--- src/design/frame_difference_motion_detector_assert.svh ---
// Assertion macros for the frame difference motion detector RTL.
// Each macro expects signals named clk and rst_n in the including module.
`ifndef FRAME_DIFFERENCE_MOTION_DETECTOR_ASSERT_SVH
`define FRAME_DIFFERENCE_MOTION_DETECTOR_ASSERT_SVH

// Same-cycle implication, disabled while reset is asserted.
`define FDMD_ASSERT_NOW(lbl, ante, cons) \
  lbl: assert property (@(posedge clk) disable iff (!rst_n) (ante) |-> (cons)) \
    else $error("fdmd assertion failed");

// Next-cycle implication, disabled while reset is asserted.
`define FDMD_ASSERT_NEXT(lbl, ante, cons) \
  lbl: assert property (@(posedge clk) disable iff (!rst_n) (ante) |=> (cons)) \
    else $error("fdmd assertion failed");

`endif

--- src/design/fdmd_pkg.sv ---
// Package for the frame difference motion detector: sizes, constants,
// register indexes and the structs passed between the front, queue and back.
package fdmd_pkg;

  localparam int MAX_PIXELS = 65536;
  localparam int ADDR_W     = $clog2(MAX_PIXELS);
  localparam int POS_W      = $clog2(MAX_PIXELS + 1);
  localparam int LUMA_W     = 8;
  localparam int CNT_W      = 17;

  localparam logic [CNT_W-1:0]  COUNT_MAX = {CNT_W{1'b1}};
  localparam logic [LUMA_W-1:0] PIX_MAX   = 8'd255;
  localparam int                DIM_SHIFT = 2;

  localparam int QDEPTH = 4;
  localparam int QPTR_W = $clog2(QDEPTH);
  localparam int QCNT_W = $clog2(QDEPTH + 1);

  localparam int CFG_AW = 4;
  localparam int CFG_DW = 32;

  localparam logic [1:0] REG_SQUELCH   = 2'd0;
  localparam logic [1:0] REG_THRESHOLD = 2'd1;
  localparam logic [1:0] REG_PLAIN     = 2'd2;

  localparam logic [LUMA_W-1:0] SQUELCH_RST   = 8'd50;
  localparam logic [CNT_W-1:0]  THRESHOLD_RST = 17'd100;

  typedef struct packed {
    logic [LUMA_W-1:0] squelch;
    logic [CNT_W-1:0]  threshold;
    logic              plain;
  } fdmd_cfg_t;

  typedef struct packed {
    logic [LUMA_W-1:0] luma;
    logic [LUMA_W-1:0] old_luma;
    logic              masked;
    logic              last;
    logic              compare_valid;
    logic              in_range;
  } fdmd_item_t;

endpackage

--- src/design/fdmd_queue.sv ---
// Short item queue between the front and back parts.
// Depends on fdmd_pkg and the assertion macro header.
`include "frame_difference_motion_detector_assert.svh"

module fdmd_queue import fdmd_pkg::*; (
  input  logic              clk,
  input  logic              rst_n,
  input  logic              push,
  input  fdmd_item_t        push_item,
  input  logic              pop,
  output logic              head_valid,
  output fdmd_item_t        head_item,
  output logic [QCNT_W-1:0] count
);

  fdmd_item_t        entry_r [QDEPTH];
  logic [QPTR_W-1:0] wr_ptr_r, rd_ptr_r;
  logic [QCNT_W-1:0] count_r, count_nxt;

  always_comb begin
    count_nxt = count_r;
    if (push && !pop) begin
      count_nxt = count_r + 1'b1;
    end else if (pop && !push) begin
      count_nxt = count_r - 1'b1;
    end
  end

  always_ff @(posedge clk) begin
    if (push) begin
      entry_r[wr_ptr_r] <= push_item;
    end
  end

  always_ff @(posedge clk) begin
    if (!rst_n) begin
      wr_ptr_r <= '0;
      rd_ptr_r <= '0;
      count_r  <= '0;
    end else begin
      if (push) begin
        wr_ptr_r <= wr_ptr_r + 1'b1;
      end
      if (pop) begin
        rd_ptr_r <= rd_ptr_r + 1'b1;
      end
      count_r <= count_nxt;
    end
  end

  assign head_valid = (count_r != '0);
  assign head_item  = entry_r[rd_ptr_r];
  assign count      = count_r;

  `FDMD_ASSERT_NOW(a_no_overrun, push, (count_r < QCNT_W'(QDEPTH)) || pop)
  `FDMD_ASSERT_NOW(a_no_underrun, pop, count_r != '0)
  `FDMD_ASSERT_NEXT(a_ptr_gap, 1'b1,
                    QPTR_W'(wr_ptr_r - rd_ptr_r) == QPTR_W'(count_r))

endmodule

--- config.mk ---
export PLATFORM = sky130hd
export DESIGN_NAME = fdmd_queue
export DESIGN_NICKNAME = d
export VERILOG_FILES = /design/src/design/fdmd_pkg.sv /design/src/design/fdmd_queue.sv
export VERILOG_INCLUDE_DIRS = /design/src /design/src/design
export SDC_FILE = /design/constraint.sdc
export NUM_CORES = 1
export LEC_CHECK = 0
export BUFFER_PORTS_ARGS = -buffer_cell sky130_fd_sc_hd__buf_4
export CORE_MARGIN = 1
export CORE_UTILIZATION = 42
export DETAILED_ROUTE_END_ITERATION = 6
export GPL_TIMING_DRIVEN = 0
export SLEW_MARGIN = 20
export SYNTH_ARGS = -nofsm -noshare
export SYNTH_HDL_FRONTEND = slang
export SYNTH_SLANG_ARGS = --single-unit
export TNS_END_PERCENT = 1
--- constraint.sdc ---
create_clock -name clk -period 2.75 [get_ports clk]
set_input_delay 0.4125 -clock clk [delete_from_list [all_inputs] [get_ports clk]]
set_output_delay 0.4125 -clock clk [all_outputs]
set_load 0.005 [all_outputs]
# == After elaboration in Yosys (flattened, before gate mapping) ==
# Memories as Yosys holds them, arrays and structs flattened. A register that Yosys moved wholly into a read port is not among the register bits.
# Cells that the tools add are included.
# W data, S select, Z words.
# totals
ff_bits,7
ram_bits,80
output_inout_bits,24
wordCells,20
n_memories,1
# mem_list
memory,words,width,rd,rd_clocked_by_memory_dff,wr,line,rtl
entry_r,4,20,1,1,1,fdmd_queue.sv:16,fdmd_item_t entry_r [QDEPTH];
# classes
add_sub_neg,4
muxes,6
reduce_logical,6
# ops
cell,count
$mux W3,2
$add A2 B1 Y2 const B,2
$mux W2,2
$add A3 B1 Y3 const B,1
$reduce_bool A3 Y1,1
$sub A3 B1 Y3 const B,1
$logic_and A1 B1 Y1,2
$logic_not A1 Y1,2
$mux W1,2
$reduce_bool A2 Y1,1

# == Depth between registers and ports, before layout ==
# logic_depth
ltp_word,4
ltp_mapped,7
ltp_nobuf,7

# == Worst setup path before layout ==
# OpenSTA, ideal clock, no wires.
# synth_path
kind,input -> register
startpoint,in pop
endpoint,"reg count_r[2], in the netlist count[2]"
setup_ps,70
arrival_time_ps,1584
t_required_ps,2680
path_slack_ps,1096
path_stages,7
cell_sequence,inv_1 ha_1 inv_1 fa_1 xor2_1 or3_1 a21boi_1
# synth_via
elab_chain_cells,3
word_cells_on_any_way,5
cone_classes,mux (1); reduce/logical (4)
# synth_rtl
item,line,rtl
from (decl),fdmd_queue.sv:10,"input logic pop,"
$logic_not A1 Y1,fdmd_queue.sv:22,if (push && !pop) begin
$logic_and A1 B1 Y1,fdmd_queue.sv:22,
$mux W3 or $reduce_bool A2 Y1 (tied branches),--,
to (signal assigned),fdmd_queue.sv:47,count_r <= count_nxt;
to (decl),fdmd_queue.sv:18,"logic [QCNT_W-1:0] count_r, count_nxt;"
# Parallel ways exist; a longest one is shown, timed or not.
# A chain may end at the register's enable or synchronous reset.

==> impl_metrics.env <==
export IMPL_status="complete, no violations"
export IMPL_cts_resized=0
export IMPL_grt_max_degree=21
export IMPL_route_detailed_drc=0
export IMPL_finClkSkew_ns=0.0100
export IMPL_initial_core_util_pct=43.2
export IMPL_cts_buffers_inserted=9
export IMPL_hold_buffers=0
export IMPL_required_ns=2.34
export IMPL_antenna_cells=0
export IMPL_nNetsFinal=234
export IMPL_tns_ns=0
export IMPL_critPathArrivalTime_ns=1.58
export IMPL_fmax_mhz=501
export IMPL_cts_root_buffer="clkbuf_8"
export IMPL_worstPathCellList="buf_6 > mux4_2 > buf_4"
export IMPL_clock_sinks=89
export IMPL_crit_buf_inv=2
export IMPL_slew_viol_final=0
export IMPL_track_usage_pct=13.9
export IMPL_port_buffers=47
export IMPL_synthArstFlopShare_pct=0
export IMPL_ios=48
export IMPL_clk_pin_slew_worst_paths_ns=0.09
export IMPL_final_util_pct=52.0
export IMPL_leakage_nw=1.39
export IMPL_yosysUniqueCellTypes=17
export IMPL_crit_slowest_cell="mux4_2"
export IMPL_critPathMaxStageDelay_ns=0.53
export IMPL_die_h_um=91.0
export IMPL_grt_first_pass_wirelength_um=8350
export IMPL_ant_nets=0
export IMPL_wl_per_cell_um=16.7
export IMPL_rsz0062_at_grt="no"
export IMPL_drt_iter0_markers=50
export IMPL_viasPerCell=4.85
export IMPL_critical_path_max_fanout=10
export IMPL_die_area_um2=8280
export IMPL_finalHoldViolations=0
export IMPL_coreArea_um2=7690
export IMPL_peakVddDrop_v=0.000292
export IMPL_areaGrowthSynthToFinish_pct=20.3
export IMPL_die_w_um=91.0
export IMPL_synthCells=146
export IMPL_syn_area_per_cell_um2=22.8
export IMPL_worstSkewPairLatency_ns=0.34
export IMPL_synth_flop_cell="edfxtp_1"
export IMPL_antenna_found_initial=0
export IMPL_power_density_nw_per_um2=691
export IMPL_placementRows=32
export IMPL_synth_edf_count=80
export IMPL_syn_area_um2=3320
export IMPL_wl_um=5190
export IMPL_firstDrtPassIters=4
export IMPL_fin_crit_ns=1.99
export IMPL_worstMarginPinSlew_ns=1.06
export IMPL_drive_above_1_share_pct=41.1
export IMPL_crit_family="multiplexers"
export IMPL_syn_nets=176
export IMPL_finalSetupViolations=0
export IMPL_finalCritPeriodShare_pct=72.5
export IMPL_synth_seq_cells=89
export IMPL_synth_yosys_seq_area_share_pct=77.7
export IMPL_maxCapViolCount=0
export IMPL_end_kind="output pin"
export IMPL_vias=1508
export IMPL_hold_class="primary input to flop"
export IMPL_post_cts_buffers=0
export IMPL_critical_path_class="flop to output pin"
export IMPL_grt_pass1_vias=1639
export IMPL_hpwl_um=3360
export IMPL_crit_path_start_kind="flop"
export IMPL_grt_ovfl_total=0
export IMPL_clockBufferDepth=2
export IMPL_total_power_mw=2.76
export IMPL_ys_warn_count=0
export IMPL_place_gp_congestion=0.657
export IMPL_timing_slew_headroom_pct=29.1
export IMPL_cts_tree="done"
export IMPL_htree_levels=3
[layout by cell type, fill, tap and decap left out, types with 2 or more instances in the layout]
master and count:
edfxtp_1 80, buf_4 47, mux4_2 20, dfxtp_1 9, clkbuf_8 9, and2_1 8, ha_1 5, inv_1 4
xor2_1 3, buf_6 2, buf_2 2, or3_1 2, xnor2_1 2, mux2i_1 2, nor2b_1 2, clkinvlp_4 2
clkinv_1 2
[metrics by stage]
stage | cells | worst slack [ns] | hold slack, ns | area, um^2
final | 311 | 0.756 | 0.264 | 4000
after global routing | 311 | 0.683 | 0.240 | 4000
after CTS | 311 | 0.715 | 0.246 | 4000
after detailed placement | 295 | 0.870 | 0.506 | 3800
after global placement | 295 | 0.928 | 0.481 | 3800
after floorplan | 146 | 1.10 | 0.481 | 3320
[synth_stat cells (2+ instances only)]
library cell / number / share of area [%]
edfxtp_1: 80 / 72
mux4_2: 20 / 14
and2_1: 9 / 1.7
dfxtp_1: 9 / 5.4
ha_1: 5 / 1.9
inv_1: 4 / 0.45
xor2_1: 3 / 0.79
buf_2: 2 / 0.30
buf_6: 2 / 0.68
mux2i_1: 2 / 0.60
nor2b_1: 2 / 0.38
or3_1: 2 / 0.38
xnor2_1: 2 / 0.53
[cell families (layout without fill, tap and decap cells)]
family / count (synthesis) / after routing / share of synthesized area (%)
flip-flops: 89 / 89 / 77.7
multiplexers: 22 / 22 / 14.2
AND/OR/NAND/NOR: 14 / 14 / 2.56
buffers and inverters: 8 / 71 / 1.43
adder cells (fa/ha/maj): 6 / 6 / 2.48
XOR/XNOR: 5 / 5 / 1.32
AO/OA/AOI/OAI: 2 / 2 / 0.376
[final timing paths]
check	startpoint	end	slack, ns	cells after the start
worst max-delay path	flop	head_item[6]	0.76	3
worst min-delay path	push_item[19]	entry_r[0][19]$_DFFE_PP_	0.26	1
worst max register to register	wr_ptr_r[0]$_SDFFE_PN0P_	entry_r[2][11]$_DFFE_PP_	0.97	3
worst min register to register	count[2]$_SDFFE_PN0P_	count[2]$_SDFFE_PN0P_	0.53	2
[area by class of cell]
| cell class | count | area [um^2] |
|---|---|---|
| multi-input combinational | 49 | 696 |
| tap | 102 | 128 |
| clock buffer | 9 | 124 |
| fill | 626 | 3690 |
| buffer | 4 | 32.5 |
| timing repair buffer | 47 | 353 |
| sequential | 89 | 2580 |
| inverter | 4 | 15.0 |
| clock inverter | 7 | 70.1 |
[power breakdown]
| group | leakage [nW] | switching, mW | internal, mW |
|---|---|---|---|
| clock network | 0.0909 | 0.439 | 0.418 |
| registers | 0.809 | 0.0264 | 1.55 |
| logic | 0.489 | 0.141 | 0.190 |
[flip-flops by register name, indices dropped and copies added (netlist names), named ones only]
signal / count
entry_r: 80
count: 3
rd_ptr_r: 2
wr_ptr_r: 2
[per-layer routing]
metal,share of wire (%),GRT usage (%),wire [um],vias to the layer above
li1,-,-,-,701
met3,3.4,3.43,176,6
met5,0,0,0,-
met1,41,16.0,2140,771
met4,1.1,7.14,58,0
met2,54,24.2,2820,30
(Power assumes the default switching activity.)
