`config.mk`:
```
export PLATFORM = sky130hd
export DESIGN_NAME = fdmd_back
export DESIGN_NICKNAME = d
export VERILOG_FILES = /design/src/design/frame_difference_motion_detector_assert.svh /design/src/design/fdmd_pkg.sv /design/src/design/fdmd_back.sv
export SDC_FILE = /design/constraint.sdc
export NUM_CORES = 1
export LEC_CHECK = 0
export BUFFER_PORTS_ARGS = -buffer_cell sky130_fd_sc_hd__buf_2
export CORE_MARGIN = 2
export CORE_UTILIZATION = 35
export CTS_BUF_LIST = sky130_fd_sc_hd__clkbuf_4 sky130_fd_sc_hd__clkbuf_8
export CTS_CLUSTER_DIAMETER = 50
export DETAILED_ROUTE_END_ITERATION = 12
export GPL_TIMING_DRIVEN = 1
export SETUP_SLACK_MARGIN = 0.5
export SYNTH_ARGS = -nofsm -noshare
export SYNTH_HDL_FRONTEND = slang
export SYNTH_SLANG_ARGS = --single-unit
```
`constraint.sdc`:
```
create_clock -name clk -period 6.4 [get_ports clk]
set_clock_uncertainty 0.1 [all_clocks]
set_input_delay 1.28 -clock clk [delete_from_list [all_inputs] [get_ports clk]]
set_output_delay 1.28 -clock clk [all_outputs]
set_load 0.02 [all_outputs]
```
`src/design/frame_difference_motion_detector_assert.svh`:
```
// Assertion macros for the frame difference motion detector RTL.
// Each macro expects signals named clk and rst_n in the including module.
`ifndef FRAME_DIFFERENCE_MOTION_DETECTOR_ASSERT_SVH
`define FRAME_DIFFERENCE_MOTION_DETECTOR_ASSERT_SVH

// Same-cycle implication, disabled while reset is asserted.
`define FDMD_ASSERT_NOW(lbl, ante, cons) \
  lbl: assert property (@(posedge clk) disable iff (!rst_n) (ante) |-> (cons)) \
    else $error("fdmd assertion failed");

// Next-cycle implication, disabled while reset is asserted.
`define FDMD_ASSERT_NEXT(lbl, ante, cons) \
  lbl: assert property (@(posedge clk) disable iff (!rst_n) (ante) |=> (cons)) \
    else $error("fdmd assertion failed");

`endif

```
`src/design/fdmd_pkg.sv`:
```
// Package for the frame difference motion detector: sizes, constants,
// register indexes and the structs passed between the front, queue and back.
package fdmd_pkg;

  localparam int MAX_PIXELS = 65536;
  localparam int ADDR_W     = $clog2(MAX_PIXELS);
  localparam int POS_W      = $clog2(MAX_PIXELS + 1);
  localparam int LUMA_W     = 8;
  localparam int CNT_W      = 17;

  localparam logic [CNT_W-1:0]  COUNT_MAX = {CNT_W{1'b1}};
  localparam logic [LUMA_W-1:0] PIX_MAX   = 8'd255;
  localparam int                DIM_SHIFT = 2;

  localparam int QDEPTH = 4;
  localparam int QPTR_W = $clog2(QDEPTH);
  localparam int QCNT_W = $clog2(QDEPTH + 1);

  localparam int CFG_AW = 4;
  localparam int CFG_DW = 32;

  localparam logic [1:0] REG_SQUELCH   = 2'd0;
  localparam logic [1:0] REG_THRESHOLD = 2'd1;
  localparam logic [1:0] REG_PLAIN     = 2'd2;

  localparam logic [LUMA_W-1:0] SQUELCH_RST   = 8'd50;
  localparam logic [CNT_W-1:0]  THRESHOLD_RST = 17'd100;

  typedef struct packed {
    logic [LUMA_W-1:0] squelch;
    logic [CNT_W-1:0]  threshold;
    logic              plain;
  } fdmd_cfg_t;

  typedef struct packed {
    logic [LUMA_W-1:0] luma;
    logic [LUMA_W-1:0] old_luma;
    logic              masked;
    logic              last;
    logic              compare_valid;
    logic              in_range;
  } fdmd_item_t;

endpackage

```
`src/design/fdmd_back.sv`:
```
// Back part: computes the luma change, frame counts and overlay pixel for
// each queued item and holds the result item in an output register. Depends on fdmd_pkg.
module fdmd_back import fdmd_pkg::*; (
  input  logic        clk,
  input  logic        rst_n,
  input  fdmd_cfg_t   cfg,
  input  logic        head_valid,
  input  fdmd_item_t  head_item,
  output logic        pop,
  output logic        out_tvalid,
  input  logic        out_tready,
  output logic [63:0] out_tdata,
  output logic [2:0]  out_tuser,
  output logic        out_tlast
);

  logic [CNT_W-1:0]  changed_r, changed_nxt, quiet_r, quiet_nxt;
  logic              ovf_r, ovf_nxt;
  logic              out_valid_r;
  logic [LUMA_W-1:0] red_r, green_r, blue_r;
  logic [CNT_W-1:0]  ch_out_r, qt_out_r;
  logic              cmp_r, motion_r, ovf_out_r, last_r;

  logic [LUMA_W-1:0] diff, dim, red, green, blue;
  logic              changed, counted;
  logic [CNT_W-1:0]  ch_new, qt_new;
  logic              ovf_new;

  assign pop = head_valid & (~out_valid_r | out_tready);

  assign diff = (head_item.old_luma > head_item.luma) ?
                (head_item.old_luma - head_item.luma) :
                (head_item.luma - head_item.old_luma);
  assign changed = head_item.in_range & (diff > cfg.squelch);
  assign dim     = head_item.luma >> DIM_SHIFT;
  assign counted = head_item.compare_valid & head_item.in_range & ~head_item.masked;

  always_comb begin
    ch_new = changed_r;
    qt_new = quiet_r;
    if (counted && changed && changed_r != COUNT_MAX) begin
      ch_new = changed_r + 1'b1;
    end
    if (counted && !changed && quiet_r != COUNT_MAX) begin
      qt_new = quiet_r + 1'b1;
    end
    ovf_new = ovf_r | ~head_item.in_range;
    changed_nxt = changed_r;
    quiet_nxt   = quiet_r;
    ovf_nxt     = ovf_r;
    if (pop) begin
      changed_nxt = head_item.last ? '0 : ch_new;
      quiet_nxt   = head_item.last ? '0 : qt_new;
      ovf_nxt     = head_item.last ? 1'b0 : ovf_new;
    end
  end

  always_comb begin
    red   = '0;
    green = '0;
    blue  = '0;
    if (!head_item.compare_valid) begin
      red = '0;
    end else if (cfg.plain && head_item.masked) begin
      red = '0;
    end else if (cfg.plain) begin
      red   = head_item.luma;
      green = head_item.luma;
      blue  = head_item.luma;
    end else if (head_item.masked) begin
      red = dim;
    end else begin
      red   = dim;
      green = changed ? PIX_MAX : dim;
      blue  = dim;
    end
  end

  always_ff @(posedge clk) begin
    if (!rst_n) begin
      changed_r   <= '0;
      quiet_r     <= '0;
      ovf_r       <= 1'b0;
      out_valid_r <= 1'b0;
    end else begin
      changed_r <= changed_nxt;
      quiet_r   <= quiet_nxt;
      ovf_r     <= ovf_nxt;
      if (pop) begin
        out_valid_r <= 1'b1;
      end else if (out_tready) begin
        out_valid_r <= 1'b0;
      end
    end
  end

  always_ff @(posedge clk) begin
    if (pop) begin
      red_r     <= red;
      green_r   <= green;
      blue_r    <= blue;
      cmp_r     <= head_item.compare_valid;
      last_r    <= head_item.last;
      ch_out_r  <= (head_item.last && head_item.compare_valid) ? ch_new : '0;
      qt_out_r  <= (head_item.last && head_item.compare_valid) ? qt_new : '0;
      motion_r  <= head_item.last & head_item.compare_valid & (ch_new >= cfg.threshold);
      ovf_out_r <= head_item.last & ovf_new;
    end
  end

  assign out_tvalid = out_valid_r;
  assign out_tdata  = {6'b0, qt_out_r, ch_out_r, blue_r, green_r, red_r};
  assign out_tuser  = {ovf_out_r, motion_r, cmp_r};
  assign out_tlast  = last_r;

endmodule

```
# Yosys cells after proc, flatten, opt, wreduce, memory -nomap -nowiden
# Cells that the tools add are included.
# totals
reg_bits	98
inputBits	50
output_inout_bits	70
wordCells	61
# op_classes
n_addsub	4
order_cmp	3
n_eq_ne	2
muxes	14
bitwise	14
n_reduce_logical	10
# op_table
cell	count
2-to-1 mux 17 bit	4
2-to-1 mux 8 bit	5
adder 17 x 1 -> 17 bit, second input constant	2
!= test 17 bit, second input constant	2
greater-or-equal comparator 17 bit	1
greater-than comparator 8 bit	2
subtractor 8 bit	2
2-to-1 mux 6 bit	2
AND 1 bit	7
logical AND 1 bit	6
inverter 1 bit	5
2-to-1 mux 1 bit	3
OR reduction 3 bit	1
bitwise OR 1 bit	2
nonzero test 2 bit	1
OR reduction 2 bit	1
zero test 1 bit	1

# Longest topological paths before layout
# logic_depth
word_depth	9
mapped_depth	26
depth_no_buf	24

# Least setup slack after synthesis
# No wires, ideal clock.
# synth_timing
path_kind	input-to-reg
from	input port head_item[4] in the netlist's numbering
to	register motion_r (data pin)
setup_ns	0.270
arrival_ns	5.593
required_ns	6.030
slack_ns	0.437
stages	24
n_path_buf	1
cell_sequence	inv_1 -> ha_1 -> inv_1 -> fa_1 -> nand3_1 -> a21oi_1 -> o32ai_2 -> mux2_2 -> a211oi_1 -> xnor2_1 -> ha_1 -> a21o_1 -> a21oi_2 -> o211ai_2 -> buf_12 -> nand3_2 -> mux2_2 -> ha_1 -> nand4_1 -> nor4_1 -> a211o_1 -> a21o_1 -> a21oi_1 -> a21oi_1
# synth_via
elab_chain_len	9
elab_cells_between_ends	11
cone_classes	add/sub: 2; order compare: 3; mux: 2; bitwise: 2; reduce/logical: 2
# synth_rtl
item	line_no	text
start: declaration	fdmd_back.sv:8	input fdmd_item_t head_item,
subtractor 8 bit (tied with other cells)	fdmd_back.sv:33	(head_item.luma - head_item.old_luma);
2-to-1 mux 8 bit (*)	fdmd_back.sv:31	assign diff = (head_item.old_luma > head_item.luma) ?
greater-than comparator 8 bit (*)	fdmd_back.sv:34	assign changed = head_item.in_range & (diff > cfg.squelch);
AND 1 bit (*)	fdmd_back.sv:34	
logical AND 1 bit (*) (2 in a row)	fdmd_back.sv:41	if (counted && changed && changed_r != COUNT_MAX) begin
2-to-1 mux 17 bit (*)	fdmd_back.sv:41	
net ch_new[1]	fdmd_back.sv:26	logic [CNT_W-1:0] ch_new, qt_new;
greater-or-equal comparator 17 bit (*)	fdmd_back.sv:106	motion_r <= head_item.last & head_item.compare_valid & (ch_new >= cfg.threshold);
AND 1 bit (*)	fdmd_back.sv:106	
end signal: assignment	fdmd_back.sv:106	
end: declaration	fdmd_back.sv:22	logic cmp_r, motion_r, ovf_out_r, last_r;
# Mark *: on every way through the listed nets, which the timed path passes. The rest lies on a longest branch.
# A chain may end at the register's enable or synchronous reset.

# Final worst setup path
# Same ends and word-level chain as after synthesis.

==> impl_metrics.csv <==
group,metric,value,unit
floorplan,fp.dieH,140,um
synthesis,synthArstFlopShare,0,%
sta,slew_viol_final,0,
sta,slew_headroom,42.9,%
floorplan,die_w,140,um
final_layout,antenna_cells,0,
power_and_ir_drop,sequentialPowerShare,44.4,%
clock_network,cts_tree,"built",
synthesis,ys_seq_area_share,39.0,%
synthesis,postSynthCellCount,689,
sta,rsz0062_at_grt,"no",
clock_network,clk_latency,0.40,ns
power_and_ir_drop,power_per_cell_area,203,nW/um^2
floorplan,core,18000,sq um
detailed_routing,post-route-drc-count,0,
clock_network,cts_sinks,96,
clock_network,root_buffer,"clkbuf_8",
clock_network,clk_pin_slew,0.10,ns
power_and_ir_drop,ir_worst_vdd,0.129,mV
worst_setup_path,cp-start-kind,"input port",
global_route,grt_pass1_wl,26100,um
run,cap_violations,0,
sta,worst-slew-pin-transition,0.856,ns
power_and_ir_drop,comb_power_share,27.6,%
final_layout,drive_above_1_share,27.3,%
placed_design,numPortBuffers,113,
global_route,grt_overflow_total,0,
synthesis,synth.distinct_cells,69,
clock_network,cts.path.max_buffers,2,
detailed_routing,drtPass1Iterations,7,
power_and_ir_drop,p_clk_share,27.9,%
synthesis,yosys_warnings,0,
synthesis,synth-edff-count,60,
synthesis,synth_area,6460,sq um
worst_setup_path,worstSetupPathType,"in -> reg",
sta,finalSetupViolCount,0,
detailed_routing,wire_per_inst,16.7,um
placed_design,place_hpwl,12000,um
synthesis,ys_ff_latch,96,
detailed_routing,num_vias,5426,
power_and_ir_drop,swShare,33.3,%
power_and_ir_drop,finalPower,0.00155,W
detailed_routing,drt-initial-drc-count,497,
sta,setup_ws,0.676,ns
global_route,groute.usage.overall,16.6,%
placed_design,pre_cts_ws,0.111,ns
detailed_routing,drtAntennaViolNets,0,
sta,fmax,0.175,GHz
final_layout,final_cell_mix,"buf_2, nand2_1, inv_1",
synthesis,yosys_most_used_dff,"edfxtp_1",
worst_setup_path,crit_fanout,8,
detailed_routing,wirelength,17200,um
placed_design,gp_congestion,0.850,
global_route,grt_pass1_vias,5087,
floorplan,rows,49,
power_and_ir_drop,p_switching,0.000516,W
floorplan,ios,120,
sta,whs,0.393,ns
global_route,grt_max_degree,64,
outcome,outcome,"complete, no violations",
synthesis,syn_avg_cell_area,9.38,sq um
final_layout,syn_to_final_growth,18.0,%
clock_network,cts_inserted_buffers,9,
sta,setup_tns,0,ns
worst_setup_path,worst_setup_path_end_kind,"register",
worst_setup_path,cp.required,6.45,ns
min_path,hold_path_class,"reg -> reg",
global_route,antenna_found_initial,0,
detailed_routing,via_per_inst,5.27,
final_layout,layout.nets,891,
clock_network,htree_levels,3,
power_and_ir_drop,p_leak,3.17,nW
floorplan,initial_core_util,35.9,%
sta,fin_crit_sh,89.4,%
final_layout,final_common_cell,"buf_2",
floorplan,design.die.area,19600,sq um
worst_setup_path,crit_arrival,5.77,ns
sta,hold_viol_final,0,
sta,min_period,5.72,ns
power_and_ir_drop,p_int,0.00103,W
per-stage QoR:
| stage | cells | util (%) | instance area (sq um) |
|---|---|---|---|
| 3_5_place_dp | 1003 | 39.9 | 7180 |
| 4_1_cts | 1019 | 41.0 | 7390 |
| 3_3_place_gp | 1003 | 39.9 | 7180 |
| 6_report | 1029 | 42.3 | 7620 |
| 5_1_grt | 1029 | 42.3 | 7620 |
| 2_1_floorplan | 694 | - | 6500 |
timing repair:
item                                    in CTS  in global routing
setup buffers                                0                  7
endpoints found under the hold margin        0                  0
hold buffers                                 0                  0
endpoints found under the setup margin       0                  1
resized for setup                            0                 28
cell type report:
type,count,area (sq um)
well taps,229,287
multi-input cells,485,3580
inverters,64,240
repair buffers,139,788
clock inverters,4,52.6
clock buffers,12,153
flip-flops and latches,96,2520
fillers,1799,10400
state kept, by name, indices dropped and copies added, names as in the netlist:
name	count
blue_r	6
ch_out_r	17
changed_r	17
cmp_r	1
green_r	8
motion_r	1
out_tlast	1
out_tvalid	1
ovf_out_r	1
ovf_r	1
qt_out_r	17
quiet_r	17
red_r	8
routing by layer:
| layer | wire [um] | global-route usage [%] | vias to the layer above |
|---|---|---|---|
| li1 | - | - | 2664 |
| met1 | 7930 | 22.8 | 2556 |
| met2 | 8000 | 26.3 | 189 |
| met3 | 1010 | 3.34 | 17 |
| met4 | 216 | 5.32 | 0 |
| met5 | 0 | 0 | - |
cell usage after synthesis (13+ instances only):
| cell type | number | area share (%) |
|---|---|---|
| clkbuf_1 | 20 | 1.2 |
| nand4_1 | 16 | 1.5 |
| or3_1 | 15 | 1.5 |
| inv_1 | 64 | 3.7 |
| xnor2_1 | 27 | 3.7 |
| o21ai_0 | 30 | 2.3 |
| buf_2 | 13 | 1.0 |
| nand3_1 | 25 | 1.9 |
| a31oi_1 | 18 | 1.7 |
| dfxtp_1 | 36 | 11 |
| nand2_1 | 63 | 3.7 |
| ha_1 | 44 | 8.5 |
| nor2_1 | 38 | 2.2 |
| edfxtp_1 | 60 | 28 |
| a21oi_1 | 45 | 3.5 |
| nor2b_1 | 17 | 1.6 |
power groups by stage:
stage               combinational (W)  clock, W  sequential [W]
floorplan                    0.000262         0        0.000731
global placement             0.000371         0        0.000702
detailed placement           0.000370         0        0.000702
global route                 0.000462  0.000467        0.000690
CTS                          0.000371  0.000443        0.000688
finish                       0.000428  0.000433        0.000688
worst paths after layout:
kind / start / end / slack (ns) / cells after the start
max reg2reg: changed_r[7] / motion_r / 2.34 / 18
min: ovf_r / ovf_r / 0.39 / 2
min reg2reg: ovf_r / ovf_r / 0.39 / 2
max: head_item[4] / motion_r / 0.68 / 27
worst max-delay path, cell delays in order:
cell and delay, ns:
buf_2 0.12, inv_2 0.07, ha_4 0.14, inv_2 0.04, fa_2 0.39, nand3_2 0.09
a21oi_2 0.05, o32ai_2 0.32, buf_4 0.21, mux2_4 0.30, a211oi_2 0.21, xnor2_1 0.11
ha_1 0.34, nand3_4 0.10, o31ai_4 0.09, a21oi_4 0.21, buf_12 0.17, nand4_4 0.10
or3_4 0.35, nand2_2 0.09, ha_4 0.20, a21o_1 0.16, a21o_1 0.18, a21oi_2 0.14
nand2_1 0.07, o21ai_0 0.15, a21oi_1 0.08
cells by family after synthesis:
kind of cell             count (synthesis)  share of synthesized area, %
AND/OR/NAND/NOR                        237                          19.7
AO/OA/AOI/OAI                          155                          17.9
buffers and inverters                  114                          8.48
flip-flops                              96                          39.0
adder cells (fa/ha/maj)                 46                          9.14
XOR/XNOR                                32                          4.34
multiplexers                             8                          1.37
other                                    1                        0.0580
Power figures use the tool's default switching activity.
